--- config.mk ---
export PLATFORM = sky130hd
export DESIGN_NAME = cascaded_biquad_with_clamp_unit
export DESIGN_NICKNAME = d
export VERILOG_FILES = /design/src/sv/cbq_pkg.sv /design/src/sv/cascaded_biquad_with_clamp_unit.sv /design/src/sv/cbq_mac.sv /design/src/sv/cbq_regs.sv
export VERILOG_INCLUDE_DIRS = /design/src /design/src/sv
export SDC_FILE = /design/constraint.sdc
export NUM_CORES = 2
export LEC_CHECK = 0
export ABC_AREA = 0
export BUFFER_PORTS_ARGS = -buffer_cell sky130_fd_sc_hd__buf_2
export CAP_MARGIN = 15
export CORE_ASPECT_RATIO = 1.4
export CORE_MARGIN = 2
export CORE_UTILIZATION = 60
export CTS_CLUSTER_SIZE = 24
export DETAILED_ROUTE_END_ITERATION = 8
export PLACE_DENSITY = 0.78
export RECOVER_POWER = 100
export SYNTH_ARGS = -nofsm -noshare
export SYNTH_HDL_FRONTEND = slang
export SYNTH_SLANG_ARGS = --single-unit
--- constraint.sdc ---
create_clock -name clk -period 17.45 [get_ports clk]
set_input_delay 1.745 -clock clk [delete_from_list [all_inputs] [get_ports clk]]
set_output_delay 1.745 -clock clk [all_outputs]
set_load 0.02 [all_outputs]
--- src/sv/assert_macros.svh ---
// Assertion macros used by the biquad multiplier module.
`ifndef ASSERT_MACROS_SVH
`define ASSERT_MACROS_SVH

// Same-cycle implication, sampled on clk, off while rst_n is low.
`define CBQ_ASSERT_IMPL(lbl, ante, cons, msg) \
  lbl: assert property (@(posedge clk) disable iff (!rst_n) (ante) |-> (cons)) \
    else $error(msg);

// Next-cycle implication, sampled on clk, off while rst_n is low.
`define CBQ_ASSERT_NEXT(lbl, ante, cons, msg) \
  lbl: assert property (@(posedge clk) disable iff (!rst_n) (ante) |=> (cons)) \
    else $error(msg);

`endif

--- src/sv/cbq_pkg.sv ---
// Shared types and constants for the cascaded biquad filter.
package cbq_pkg;

  // Data path widths.
  localparam int ACC_W      = 32;
  localparam int COEF_W     = 16;
  localparam int SAMPLE_W   = 16;
  localparam int DIGIT_W    = 4;
  localparam int NUM_DIGITS = COEF_W / DIGIT_W;
  localparam int DIG_CNT_W  = $clog2(NUM_DIGITS);

  // Feedback scaling shift and output saturation limit.
  localparam int FB_SHIFT = 6;
  localparam logic signed [ACC_W-1:0] CLAMP_POS = 32'sd16000;
  localparam logic signed [ACC_W-1:0] CLAMP_NEG = -32'sd16000;

  // Fixed feedforward coefficients of the second section.
  localparam logic signed [COEF_W-1:0] SEC_TWO_B_ZERO = 16'sd1;
  localparam logic signed [COEF_W-1:0] SEC_TWO_B_ONE  = 16'sd0;
  localparam logic signed [COEF_W-1:0] SEC_TWO_B_TWO  = -16'sd1;

  // Configuration register indexes.
  localparam int REG_IDX_W = 3;
  localparam logic [REG_IDX_W-1:0] REG_S1_B0 = 3'd0;
  localparam logic [REG_IDX_W-1:0] REG_S1_B1 = 3'd1;
  localparam logic [REG_IDX_W-1:0] REG_S1_B2 = 3'd2;
  localparam logic [REG_IDX_W-1:0] REG_S1_A1 = 3'd3;
  localparam logic [REG_IDX_W-1:0] REG_S1_A2 = 3'd4;
  localparam logic [REG_IDX_W-1:0] REG_S2_A1 = 3'd5;
  localparam logic [REG_IDX_W-1:0] REG_S2_A2 = 3'd6;
  localparam logic [REG_IDX_W-1:0] REG_CLAMP = 3'd7;
  localparam int PADDR_W = REG_IDX_W + 2;

  // Register file contents seen by the data path.
  typedef struct packed {
    logic signed [COEF_W-1:0] s1_b0;
    logic signed [COEF_W-1:0] s1_b1;
    logic signed [COEF_W-1:0] s1_b2;
    logic signed [COEF_W-1:0] s1_a1;
    logic signed [COEF_W-1:0] s1_a2;
    logic signed [COEF_W-1:0] s2_a1;
    logic signed [COEF_W-1:0] s2_a2;
    logic                     clamp_en;
  } cbq_cfg_t;

  // Request into the serial multiplier.
  typedef struct packed {
    logic              start;
    logic [ACC_W-1:0]  mcand;
    logic [COEF_W-1:0] coef;
  } mac_req_t;

  // Result from the serial multiplier.
  typedef struct packed {
    logic             done;
    logic [ACC_W-1:0] prod;
  } mac_res_t;

endpackage

--- src/sv/cascaded_biquad_with_clamp_unit.sv ---
// Two cascaded biquad sections with output clamp, on a shared digit-serial multiplier.
// A new beat is taken only in the idle state, once the last item has left the output
// state; in_stall is high while an item is at work. Each item runs ten products through
// the single 4-bit digit-serial multiplier, each a load state and a run of four digit
// steps, then the section states and the output state, which waits while out_stall holds.
// Reset (rst_n low, synchronous) clears the delay lines, the state, the configuration registers and output valid.
module cascaded_biquad_with_clamp_unit import cbq_pkg::*; (
  input  logic                clk,
  input  logic                rst_n,
  input  logic                in_valid,
  output logic                in_stall,
  input  logic [SAMPLE_W-1:0] in_sample,
  output logic                out_valid,
  input  logic                out_stall,
  output logic [ACC_W-1:0]    out_filtered,
  input  logic                psel,
  input  logic                penable,
  input  logic                pwrite,
  input  logic [PADDR_W-1:0]  paddr,
  input  logic [31:0]         pwdata,
  output logic [31:0]         prdata,
  output logic                pready
);

  // Sequencer states.
  localparam logic [2:0] ST_IDLE = 3'd0;
  localparam logic [2:0] ST_LOAD = 3'd1;
  localparam logic [2:0] ST_RUN  = 3'd2;
  localparam logic [2:0] ST_S1   = 3'd3;
  localparam logic [2:0] ST_S2   = 3'd4;
  localparam logic [2:0] ST_OUT  = 3'd5;

  // Product steps, in order.
  localparam logic [3:0] OP_X0 = 4'd0;
  localparam logic [3:0] OP_X1 = 4'd1;
  localparam logic [3:0] OP_X2 = 4'd2;
  localparam logic [3:0] OP_M1 = 4'd3;
  localparam logic [3:0] OP_M2 = 4'd4;
  localparam logic [3:0] OP_S0 = 4'd5;
  localparam logic [3:0] OP_S1 = 4'd6;
  localparam logic [3:0] OP_S2 = 4'd7;
  localparam logic [3:0] OP_Y1 = 4'd8;
  localparam logic [3:0] OP_Y2 = 4'd9;

  cbq_cfg_t cfg;
  mac_req_t mac_req;
  mac_res_t mac_res;

  logic [2:0]                state_r;
  logic [3:0]                op_r;
  logic [SAMPLE_W-1:0]       x_r;
  logic [SAMPLE_W-1:0]       x1_r;
  logic [SAMPLE_W-1:0]       x2_r;
  logic [ACC_W-1:0]          m1_r;
  logic [ACC_W-1:0]          m2_r;
  logic [ACC_W-1:0]          y1_r;
  logic [ACC_W-1:0]          y2_r;
  logic [ACC_W-1:0]          s1_r;
  logic [ACC_W-1:0]          y_r;
  logic [ACC_W-1:0]          ff_r;
  logic [ACC_W-1:0]          fb_r;
  logic                      out_valid_r;
  logic [ACC_W-1:0]          out_data_r;
  logic [ACC_W-1:0]          sec_res;
  logic [ACC_W-1:0]          clamped;
  logic                      to_fb;
  logic                      in_acc;
  logic                      out_free;

  cbq_regs u_regs (
    .clk     (clk),
    .rst_n   (rst_n),
    .psel    (psel),
    .penable (penable),
    .pwrite  (pwrite),
    .paddr   (paddr),
    .pwdata  (pwdata),
    .prdata  (prdata),
    .pready  (pready),
    .cfg     (cfg)
  );

  cbq_mac u_mac (
    .clk   (clk),
    .rst_n (rst_n),
    .req   (mac_req),
    .res   (mac_res)
  );

  assign in_stall = (state_r != ST_IDLE);
  assign in_acc   = in_valid && !in_stall;
  assign out_free = !out_valid_r || !out_stall;

  // Operand selection for the current product step.
  always_comb begin
    mac_req.start = (state_r == ST_LOAD);
    to_fb         = 1'b0;
    unique case (op_r)
      OP_X0: begin
        mac_req.mcand = ACC_W'(x_r);
        mac_req.coef  = cfg.s1_b0;
      end
      OP_X1: begin
        mac_req.mcand = ACC_W'(x1_r);
        mac_req.coef  = cfg.s1_b1;
      end
      OP_X2: begin
        mac_req.mcand = ACC_W'(x2_r);
        mac_req.coef  = cfg.s1_b2;
      end
      OP_M1: begin
        mac_req.mcand = m1_r;
        mac_req.coef  = cfg.s1_a1;
        to_fb         = 1'b1;
      end
      OP_M2: begin
        mac_req.mcand = m2_r;
        mac_req.coef  = cfg.s1_a2;
        to_fb         = 1'b1;
      end
      OP_S0: begin
        mac_req.mcand = s1_r;
        mac_req.coef  = SEC_TWO_B_ZERO;
      end
      OP_S1: begin
        mac_req.mcand = m1_r;
        mac_req.coef  = SEC_TWO_B_ONE;
      end
      OP_S2: begin
        mac_req.mcand = m2_r;
        mac_req.coef  = SEC_TWO_B_TWO;
      end
      OP_Y1: begin
        mac_req.mcand = y1_r;
        mac_req.coef  = cfg.s2_a1;
        to_fb         = 1'b1;
      end
      OP_Y2: begin
        mac_req.mcand = y2_r;
        mac_req.coef  = cfg.s2_a2;
        to_fb         = 1'b1;
      end
      default: begin
        mac_req.mcand = '0;
        mac_req.coef  = '0;
      end
    endcase
  end

  // Section output: feedforward sum minus the scaled feedback sum.
  assign sec_res = ff_r - ACC_W'($signed(fb_r) >>> FB_SHIFT);

  // Output saturation when clamping is enabled.
  always_comb begin
    priority if (cfg.clamp_en && ($signed(y_r) > CLAMP_POS)) begin
      clamped = CLAMP_POS;
    end else if (cfg.clamp_en && ($signed(y_r) < CLAMP_NEG)) begin
      clamped = CLAMP_NEG;
    end else begin
      clamped = y_r;
    end
  end

  // Sequencer and filter state.
  always_ff @(posedge clk) begin
    if (!rst_n) begin
      state_r     <= ST_IDLE;
      op_r        <= OP_X0;
      out_valid_r <= 1'b0;
      x1_r        <= '0;
      x2_r        <= '0;
      m1_r        <= '0;
      m2_r        <= '0;
      y1_r        <= '0;
      y2_r        <= '0;
    end else begin
      // A new result beat is raised on leaving the output state; an accepted one drops.
      if ((state_r == ST_OUT) && out_free) begin
        out_valid_r <= 1'b1;
      end else if (out_valid_r && !out_stall) begin
        out_valid_r <= 1'b0;
      end
      unique case (state_r)
        ST_IDLE: begin
          if (in_acc) begin
            op_r    <= OP_X0;
            state_r <= ST_LOAD;
          end
        end
        ST_LOAD: begin
          state_r <= ST_RUN;
        end
        ST_RUN: begin
          if (mac_res.done) begin
            priority if (op_r == OP_M2) begin
              state_r <= ST_S1;
            end else if (op_r == OP_Y2) begin
              state_r <= ST_S2;
            end else begin
              op_r    <= op_r + 1'b1;
              state_r <= ST_LOAD;
            end
          end
        end
        ST_S1: begin
          op_r    <= OP_S0;
          state_r <= ST_LOAD;
        end
        ST_S2: begin
          // Shift every delay line by one item.
          x2_r    <= x1_r;
          x1_r    <= x_r;
          m2_r    <= m1_r;
          m1_r    <= s1_r;
          y2_r    <= y1_r;
          y1_r    <= sec_res;
          state_r <= ST_OUT;
        end
        ST_OUT: begin
          if (out_free) begin
            state_r <= ST_IDLE;
          end
        end
        default: begin
          state_r <= ST_IDLE;
        end
      endcase
    end
  end

  // Data path registers.
  always_ff @(posedge clk) begin
    if (in_acc) begin
      x_r  <= in_sample;
      ff_r <= '0;
      fb_r <= '0;
    end else if ((state_r == ST_RUN) && mac_res.done) begin
      if (to_fb) begin
        fb_r <= fb_r + mac_res.prod;
      end else begin
        ff_r <= ff_r + mac_res.prod;
      end
    end else if (state_r == ST_S1) begin
      s1_r <= sec_res;
      ff_r <= '0;
      fb_r <= '0;
    end
    if (state_r == ST_S2) begin
      y_r <= sec_res;
    end
    if ((state_r == ST_OUT) && out_free) begin
      out_data_r <= clamped;
    end
  end

  assign out_valid    = out_valid_r;
  assign out_filtered = out_data_r;

endmodule

--- src/sv/cbq_mac.sv ---
// Digit-serial multiplier: 32-bit multiplicand times 16-bit signed coefficient, mod 2^32.
`include "assert_macros.svh"

module cbq_mac import cbq_pkg::*; (
  input  logic     clk,
  input  logic     rst_n,
  input  mac_req_t req,
  output mac_res_t res
);

  logic                         busy_r;
  logic                         done_r;
  logic [DIG_CNT_W-1:0]         cnt_r;
  logic [ACC_W-1:0]             mcand_r;
  logic [COEF_W-1:0]            coef_r;
  logic [ACC_W-1:0]             prod_r;
  logic [ACC_W-1:0]             prod_nxt;
  logic                         last;
  logic signed [DIGIT_W:0]      dig_s;
  logic signed [ACC_W+DIGIT_W:0] pp;

  // The top digit carries the coefficient sign; the lower digits are unsigned.
  assign dig_s = (cnt_r == '0) ?
                 $signed({coef_r[COEF_W-1], coef_r[COEF_W-1 -: DIGIT_W]}) :
                 $signed({1'b0, coef_r[COEF_W-1 -: DIGIT_W]});

  // Horner step, most significant digit first: prod = prod * 16 + mcand * digit.
  assign pp       = $signed(mcand_r) * dig_s;
  assign prod_nxt = {prod_r[ACC_W-DIGIT_W-1:0], {DIGIT_W{1'b0}}} + pp[ACC_W-1:0];
  assign last     = (cnt_r == DIG_CNT_W'(NUM_DIGITS - 1));

  // Control: a start runs NUM_DIGITS steps and then pulses done.
  always_ff @(posedge clk) begin
    if (!rst_n) begin
      busy_r <= 1'b0;
      done_r <= 1'b0;
      cnt_r  <= '0;
    end else begin
      done_r <= busy_r && last;
      if (req.start) begin
        busy_r <= 1'b1;
        cnt_r  <= '0;
      end else if (busy_r) begin
        cnt_r <= cnt_r + 1'b1;
        if (last) begin
          busy_r <= 1'b0;
        end
      end
    end
  end

  // Operand and partial product shift registers.
  always_ff @(posedge clk) begin
    if (req.start) begin
      mcand_r <= req.mcand;
      coef_r  <= req.coef;
      prod_r  <= '0;
    end else if (busy_r) begin
      prod_r <= prod_nxt;
      coef_r <= {coef_r[COEF_W-DIGIT_W-1:0], {DIGIT_W{1'b0}}};
    end
  end

  assign res.done = done_r;
  assign res.prod = prod_r;

  `CBQ_ASSERT_IMPL(a_no_restart, req.start, !busy_r, "multiplier started while busy")
  `CBQ_ASSERT_IMPL(a_done_idle, done_r, !busy_r, "done raised while still busy")
  `CBQ_ASSERT_NEXT(a_done_follows, busy_r && last, done_r, "last digit did not give done")

endmodule

--- src/sv/cbq_regs.sv ---
// APB-style configuration registers for the biquad coefficients and clamp enable.
module cbq_regs import cbq_pkg::*; (
  input  logic               clk,
  input  logic               rst_n,
  input  logic               psel,
  input  logic               penable,
  input  logic               pwrite,
  input  logic [PADDR_W-1:0] paddr,
  input  logic [31:0]        pwdata,
  output logic [31:0]        prdata,
  output logic               pready,
  output cbq_cfg_t           cfg
);

  cbq_cfg_t               cfg_r;
  logic [REG_IDX_W-1:0]   idx;
  logic                   wr_en;

  assign idx    = paddr[PADDR_W-1:2];
  assign wr_en  = psel && penable && pwrite;
  assign pready = 1'b1;

  // Register writes on the access cycle.
  always_ff @(posedge clk) begin
    if (!rst_n) begin
      cfg_r <= '0;
    end else if (wr_en) begin
      unique case (idx)
        REG_S1_B0: cfg_r.s1_b0    <= pwdata[COEF_W-1:0];
        REG_S1_B1: cfg_r.s1_b1    <= pwdata[COEF_W-1:0];
        REG_S1_B2: cfg_r.s1_b2    <= pwdata[COEF_W-1:0];
        REG_S1_A1: cfg_r.s1_a1    <= pwdata[COEF_W-1:0];
        REG_S1_A2: cfg_r.s1_a2    <= pwdata[COEF_W-1:0];
        REG_S2_A1: cfg_r.s2_a1    <= pwdata[COEF_W-1:0];
        REG_S2_A2: cfg_r.s2_a2    <= pwdata[COEF_W-1:0];
        REG_CLAMP: cfg_r.clamp_en <= pwdata[0];
        default:   cfg_r          <= cfg_r;
      endcase
    end
  end

  // Read back, coefficients sign extended.
  always_comb begin
    unique case (idx)
      REG_S1_B0: prdata = 32'(cfg_r.s1_b0);
      REG_S1_B1: prdata = 32'(cfg_r.s1_b1);
      REG_S1_B2: prdata = 32'(cfg_r.s1_b2);
      REG_S1_A1: prdata = 32'(cfg_r.s1_a1);
      REG_S1_A2: prdata = 32'(cfg_r.s1_a2);
      REG_S2_A1: prdata = 32'(cfg_r.s2_a1);
      REG_S2_A2: prdata = 32'(cfg_r.s2_a2);
      REG_CLAMP: prdata = {31'd0, cfg_r.clamp_en};
      default:   prdata = '0;
    endcase
  end

  assign cfg = cfg_r;

endmodule

-- Word-level counts from Yosys, hierarchy flattened
Index checks and enable logic that the tools add are counted.
- add/sub/neg operators: 6
- multiply operators: 1
- divide/modulo/power cells: 0
- order comparisons: 2
- equality and inequality tests: 29
- shifts and indexed selects: 0
- multiplexer cells: 28
- bitwise operators: 3
- reductions and logical operators: 38
- operator list (cell ; count):
    one-hot mux 48 bit (10 select lines) ; 1
    one-hot mux 32 bit (8 select lines) ; 1
    2-to-1 mux 32 bit ; 6
    adder 32 bit ; 3
    > comparator 32 x 15 -> 1 bit, second input constant ; 1
    < comparator 32 x 15 -> 1 bit, second input constant ; 1
    multiplier 32 x 5 -> 32 bit ; 1
    2-to-1 mux 16 bit ; 2
    subtractor 32 bit ; 1
    AND reduction 2 bit ; 10
    equality test 3 bit, second input constant ; 6
    one-hot mux 3 bit (6 select lines) ; 1
    equality test 4 x 3 -> 1 bit, second input constant ; 4
    2-to-1 mux 4 bit ; 4
    2-to-1 mux 3 bit ; 5
    equality test 3 x 2 -> 1 bit, second input constant ; 4
    inequality test 2 bit, second input constant ; 6
    one-hot mux 4 bit (3 select lines) ; 1
    logical AND 1 bit ; 9
    equality test 4 x 2 -> 1 bit, second input constant ; 2
    equality test 4 bit, second input constant ; 2
    equality test 3 x 1 -> 1 bit, second input constant ; 2
    logical NOT 3 bit ; 2
    2-to-1 mux 1 bit ; 6
    17 further kinds ; 26
- register bits: 541
- bits in latches: 0
- bits in writable memories: 0
- bits in read-only memories: 0
- memories: 0

-- Logic depth before layout (Yosys ltp)
- word-level depth: 5
- mapped depth: 24
- gate-level depth less buffers: 24

-- Modules after synthesis
Synthesis repeated with hierarchy kept, for this count alone.
- cells, all modules: 3594
- area total of the unflattened synthesis: 32752.7 um^2
- modules (own cells, without submodules) (module ; instances ; cells an instance ; area an instance (um^2)):
    cascaded_biquad_with_clamp_unit ; 1 ; 2202 ; 19120.8
    cbq_mac ; 1 ; 847 ; 8424.3
    cbq_regs ; 1 ; 545 ; 5207.5

-- Worst setup path after synthesis
Ideal clock, no wire load.
- path type: register to register
- start point: reg u_mac.cnt_r[0]
- end point: reg u_mac.prod_r[20]
- setup time: 62 ps
- arrival: 5512 ps
- data required time: 17388 ps
- path slack: 11875 ps
- stages on the path, launching flop included: 25
- period minus slack after synthesis: 5575 ps
- path through: dfxtp_1 inv_1 ha_1 nand2_1 clkbuf_1 fa_1 fa_1 inv_1 fa_1 inv_1 fa_1 inv_1 ha_1 inv_1 fa_1 nor2b_1 o21a_1 o21ai_1 a21oi_1 a2111o_1 a21o_1 a21oi_1 o21ai_0 or4_1 nand3_1
- word-level cells in the longest chain between the ends: 4
- ends and longest elaborated chain (item ; RTL line ; source):
    start: declaration ; cbq_mac.sv:13 ; logic [DIG_CNT_W-1:0] cnt_r;
    start signal: assignment ; cbq_mac.sv:44 ; cnt_r <= cnt_r + 1'b1;
    logical NOT 2 bit ; cbq_mac.sv:23 ; assign dig_s = (cnt_r == '0) ?
    2-to-1 mux 5 bit ; cbq_mac.sv:23 ;
    multiplier 32 x 5 -> 32 bit ; cbq_mac.sv:28 ; assign pp = $signed(mcand_r) * dig_s;
    adder 32 bit ; cbq_mac.sv:29 ; assign prod_nxt = {prod_r[ACC_W-DIGIT_W-1:0], {DIGIT_W{1'b0}}} + pp[ACC_W-1:0];
    end signal: assignment ; cbq_mac.sv:59 ; prod_r <= prod_nxt;
    end: declaration ; cbq_mac.sv:16 ; logic [ACC_W-1:0] prod_r;
No other way between the ends.
A chain may end at the register's enable or synchronous reset.

==> Implementation_results.wiki <==
{| class="wikitable"
! Metric !! Value
|-
| Result of the run || finished with violations
|-
| Violated checks || max-capacitance violations, max-slew violations
|-
| Sw frac || 36.3%
|-
| Num ports || 127
|-
| Vias per cell || 6.12
|-
| Initial core utilization || 60.6%
|-
| Final setup TNS || 0 ps
|-
| Min-Delay Path Class || reg -> reg
|-
| Actual transition at the worst max-transition pin || 3860 ps
|-
| Setup repair after global routing missed its margin || false
|-
| P_int || 2740 µW
|-
| Buffers from clock root to sink, at most || 3
|-
| Proportion of netlist area held by the largest area contributor || 23.7%
|-
| CP delay by family, top || buffers and inverters
|-
| Synthesized instance count || 3666
|-
| Detailed-router iteration count before antenna repair || 6
|-
| Antenna violations before repair || 4
|-
| Number of gates resized after CTS || 0
|-
| Antenna-violating nets left || 0
|-
| Synth cell types || 76
|-
| Number of diodes added for antenna fixing || 0
|-
| Half-perimeter wire length of the detailed placement result || 60800 µm
|-
| Core ar. || 0.0532 mm²
|-
| Sequential area share after synthesis || 38.6%
|-
| Number of DRC markers after the initial detailed-route iteration || 2325
|-
| Maximum number of pins on one net before global-route repair || 124
|-
| Clock latency of the later-clocked register in the worst-skew pair || 630 ps
|-
| Sequential share of power || 33.5%
|-
| Total buffers and inverters traversed by the critical path || 3
|-
| Crit Path Category || in -> reg
|-
| Count of flip-flops with a built-in enable after synthesis || 160
|-
| Number of maximum-capacitance constraint violations || 18
|-
| Worst slew slack as a fraction of its limit || -158%
|-
| GRT Resource Usage Total || 32.4%
|-
| Detailed-route DRC error count || 0
|-
| Final wirelength || 89300 µm
|-
| Total overflow reported by the global router || 0
|-
| Number of nets at the end of the flow || 3975
|-
| Number of setup violations in the final report || 0
|-
| Cell mode on critical path || sky130_fd_sc_hd__clkbuf_1
|-
| Clock-pin transition on the worst setup and hold timing paths || 60 ps
|-
| Data required time at the worst endpoint || 17970 ps
|-
| Final hold slack || 466 ps
|-
| Max Clock Freq || 104 MHz
|-
| Via count of the first global-routing pass || 26300
|-
| Die Height || 278 µm
|-
| Weighted congestion at the end of routability-driven global placement || 0.947
|-
| Worst-case clock skew || 42.4 ps
|-
| Logic gate share of total power || 38.9%
|-
| Maximum resistive drop on vdd || 0.0867 mV
|-
| Yosys Warn Count || 0
|-
| P&R area growth vs syn || 7.68%
|-
| Ranking of synthesized cells by area || sky130_fd_sc_hd__dfxtp_1, sky130_fd_sc_hd__edfxtp_1, sky130_fd_sc_hd__nand2_1
|-
| Quantity of hold-fixing buffers added after cts || 0
|-
| Cell Chain, Critical Path || clkbuf_1 -> clkbuf_1 -> clkbuf_1 -> o31ai_1 -> nor3_1
|-
| Synthesized area per cell || 8.79 µm²
|-
| Layout cells sized above 1 || 4.91%
|-
| Clock buffer count from CTS || 51
|-
| Max Fanout on Critical Path || 107
|-
| Crit end category || register
|-
| Total number of clock tree sinks || 541
|-
| Clock network fraction of design power || 27.5%
|-
| CTS tree || built
|-
| Routed len/inst || 20.3 µm
|-
| Die W || 200 µm
|-
| Worst Setup Start Kind || input pin
|-
| Top FF cell, synth || sky130_fd_sc_hd__dfxtp_1
|-
| Number of core rows || 100
|-
| Final period demand of the worst path || 9610 ps
|-
| First-pass GRT wire length || 141000 µm
|-
| Share of flip-flops with an asynchronous set or reset after synthesis || 0%
|-
| Power per cell area || 124 mW/mm²
|-
| Lkg Pwr || 0.0134 µW
|-
| Cell type with the largest total area after synthesis || sky130_fd_sc_hd__dfxtp_1
|-
| Crit path arrival time || 10120 ps
|-
| Post-CTS setup-driven buffer insertion count || 0
|-
| Number of pins exceeding their max-slew limit in the final report || 1021
|-
| Number of H-tree branching levels || 2
|-
| Final hold viol count || 0
|-
| Cell with the largest stage delay on the worst path || sky130_fd_sc_hd__clkbuf_1
|-
| Total nets after synthesis || 4000
|-
| Die area || 0.0556 mm²
|-
| Area of the mapped netlist || 0.0322 mm²
|-
| Clock root buffer || sky130_fd_sc_hd__clkbuf_16
|-
| Ratio of final minimum period to clock period || 55.1%
|-
| Count of filler cells inserted in the layout || 4469
|-
| Number of buffers added on ports || 107
|-
| Reported net switching power || 1560 µW
|-
| Via Count || 26900
|-
| Flip-flop and latch count after synthesis || 541
|-
| Delay of the slowest cell on the worst path || 2790 ps
|}
[cell families after synthesis]
logic type                 Yosys count  share of synthesized area, %
AOI/OAI and AO/OA                  880                          19.2
buffers and inverters              449                          5.45
muxes                               58                          1.80
adders and majority gates          274                          13.3
and+or+nand+nor                   1357                          18.8
xor gates and xnor gates           106                          2.88
DFF                                541                          38.6
other                                1                        0.0116
[sequential cells by signal (all words and copies together), names as in the netlist]
name / count
out_valid: 1
fb_r: 32
m1_r: 32
u_mac.busy_r: 1
x1_r: 16
ff_r: 32
x2_r: 16
u_mac.done_r: 1
y_r: 32
u_mac.cnt_r: 2
u_regs.cfg: 113
m2_r: 32
y1_r: 32
u_mac.coef_r: 16
s1_r: 32
u_mac.mcand_r: 32
op_r: 4
y2_r: 32
out_filtered: 32
u_mac.prod_r: 32
state_r: 3
x_r: 16
[worst paths after layout]
check                          startpoint  depth (start not counted)  slack (ps)                 endpoint
hold reg to reg     x2_r[15]$_SDFFE_PN0N_                          2         470    x2_r[15]$_SDFFE_PN0N_
setup / recovery                    rst_n                          5        7840  state_r[0]$_SDFFE_PN0P_
hold / removal      x2_r[15]$_SDFFE_PN0N_                          2         470    x2_r[15]$_SDFFE_PN0N_
setup reg to reg  state_r[1]$_SDFFE_PN0P_                          7        7990    y1_r[30]$_SDFFE_PN0N_
[per-layer routing]
metal	routed length, µm	part of all wire (%)	up-vias	GRT usage [%]
met5	23	0.026	-	0
met4	5460	6.1	4	17.9
met3	6930	7.8	333	4.36
met2	42800	48	1107	54.6
met1	34100	38	12900	39.9
li1	-	-	12600	-
[stage by stage]
stage	worst slack (ps)	total power, µW	instances	utilization [%]	cell area (µm²)
final	7840	4300	4398	65.2	34700
after global routing	6990	4580	4398	65.2	34700
after CTS	10930	4310	4398	65.5	34900
after detailed placement	10960	3130	4302	62.2	33100
after global placement	10990	3080	4302	62.2	33100
after floorplan	11880	2740	3666	-	32200
[tightest hold or removal path: cells and delay by family, from the launching register on]
kind | cells | cell delay (ps)
flops | 1 | 310
simple gates | 1 | 40
compound gates | 1 | 60
[power groups by stage]
| stage | registers, µW | logic, µW | clock network [µW] |
|---|---|---|---|
| finish | 1440 | 1670 | 1180 |
| global route | 1450 | 1890 | 1240 |
| CTS | 1440 | 1680 | 1190 |
| detailed placement | 1470 | 1660 | 0 |
| global placement | 1470 | 1610 | 0 |
| floorplan | 1410 | 1330 | 0 |
[area by class of cell]
cell class / count / area [µm²] / share of cell area [%]
clock buffers: 68 / 1420 / 4.10
flip-flops and latches: 541 / 12400 / 35.8
repair buffers: 143 / 664 / 1.92
clock inverters: 28 / 345 / 0.996
multi-input cells: 2676 / 18100 / 52.1
well taps: 714 / 893 / 2.58
inverters: 228 / 857 / 2.47
[cell usage after synthesis (all sizes together), types with 84 or more instances]
cell type,count
edfxtp,160
fa,114
nand2,726
and2,131
nand3,106
ha,160
nor2,208
a22oi,84
clkbuf,177
a21oi,178
dfxtp,381
inv,228
a21boi,269
[cells in the final DEF, fill, tap and decap left out, drive strengths merged, types with 8 or more instances in the layout]
cell type / n
o211ai: 16
or2: 14
and3: 16
nor2b: 16
nand2b: 18
a22o: 33
xor2: 27
o221a: 10
nor3: 27
o21a: 17
o21ai: 76
mux2i: 58
or3: 12
clkbuf: 151
a211oi: 12
fa: 114
o22ai: 8
nor3b: 8
nand3: 106
o21bai: 17
ha: 160
a31oi: 24
edfxtp: 160
buf: 60
inv: 229
a21oi: 178
a21boi: 269
nor2: 208
a221oi: 20
nor4: 11
a222oi: 16
xnor2: 79
nand2: 726
a21o: 45
a22oi: 84
dfxtp: 381
nand4: 40
o31ai: 9
and2: 131
clkinv: 19
Power figures use the tool's default switching activity.
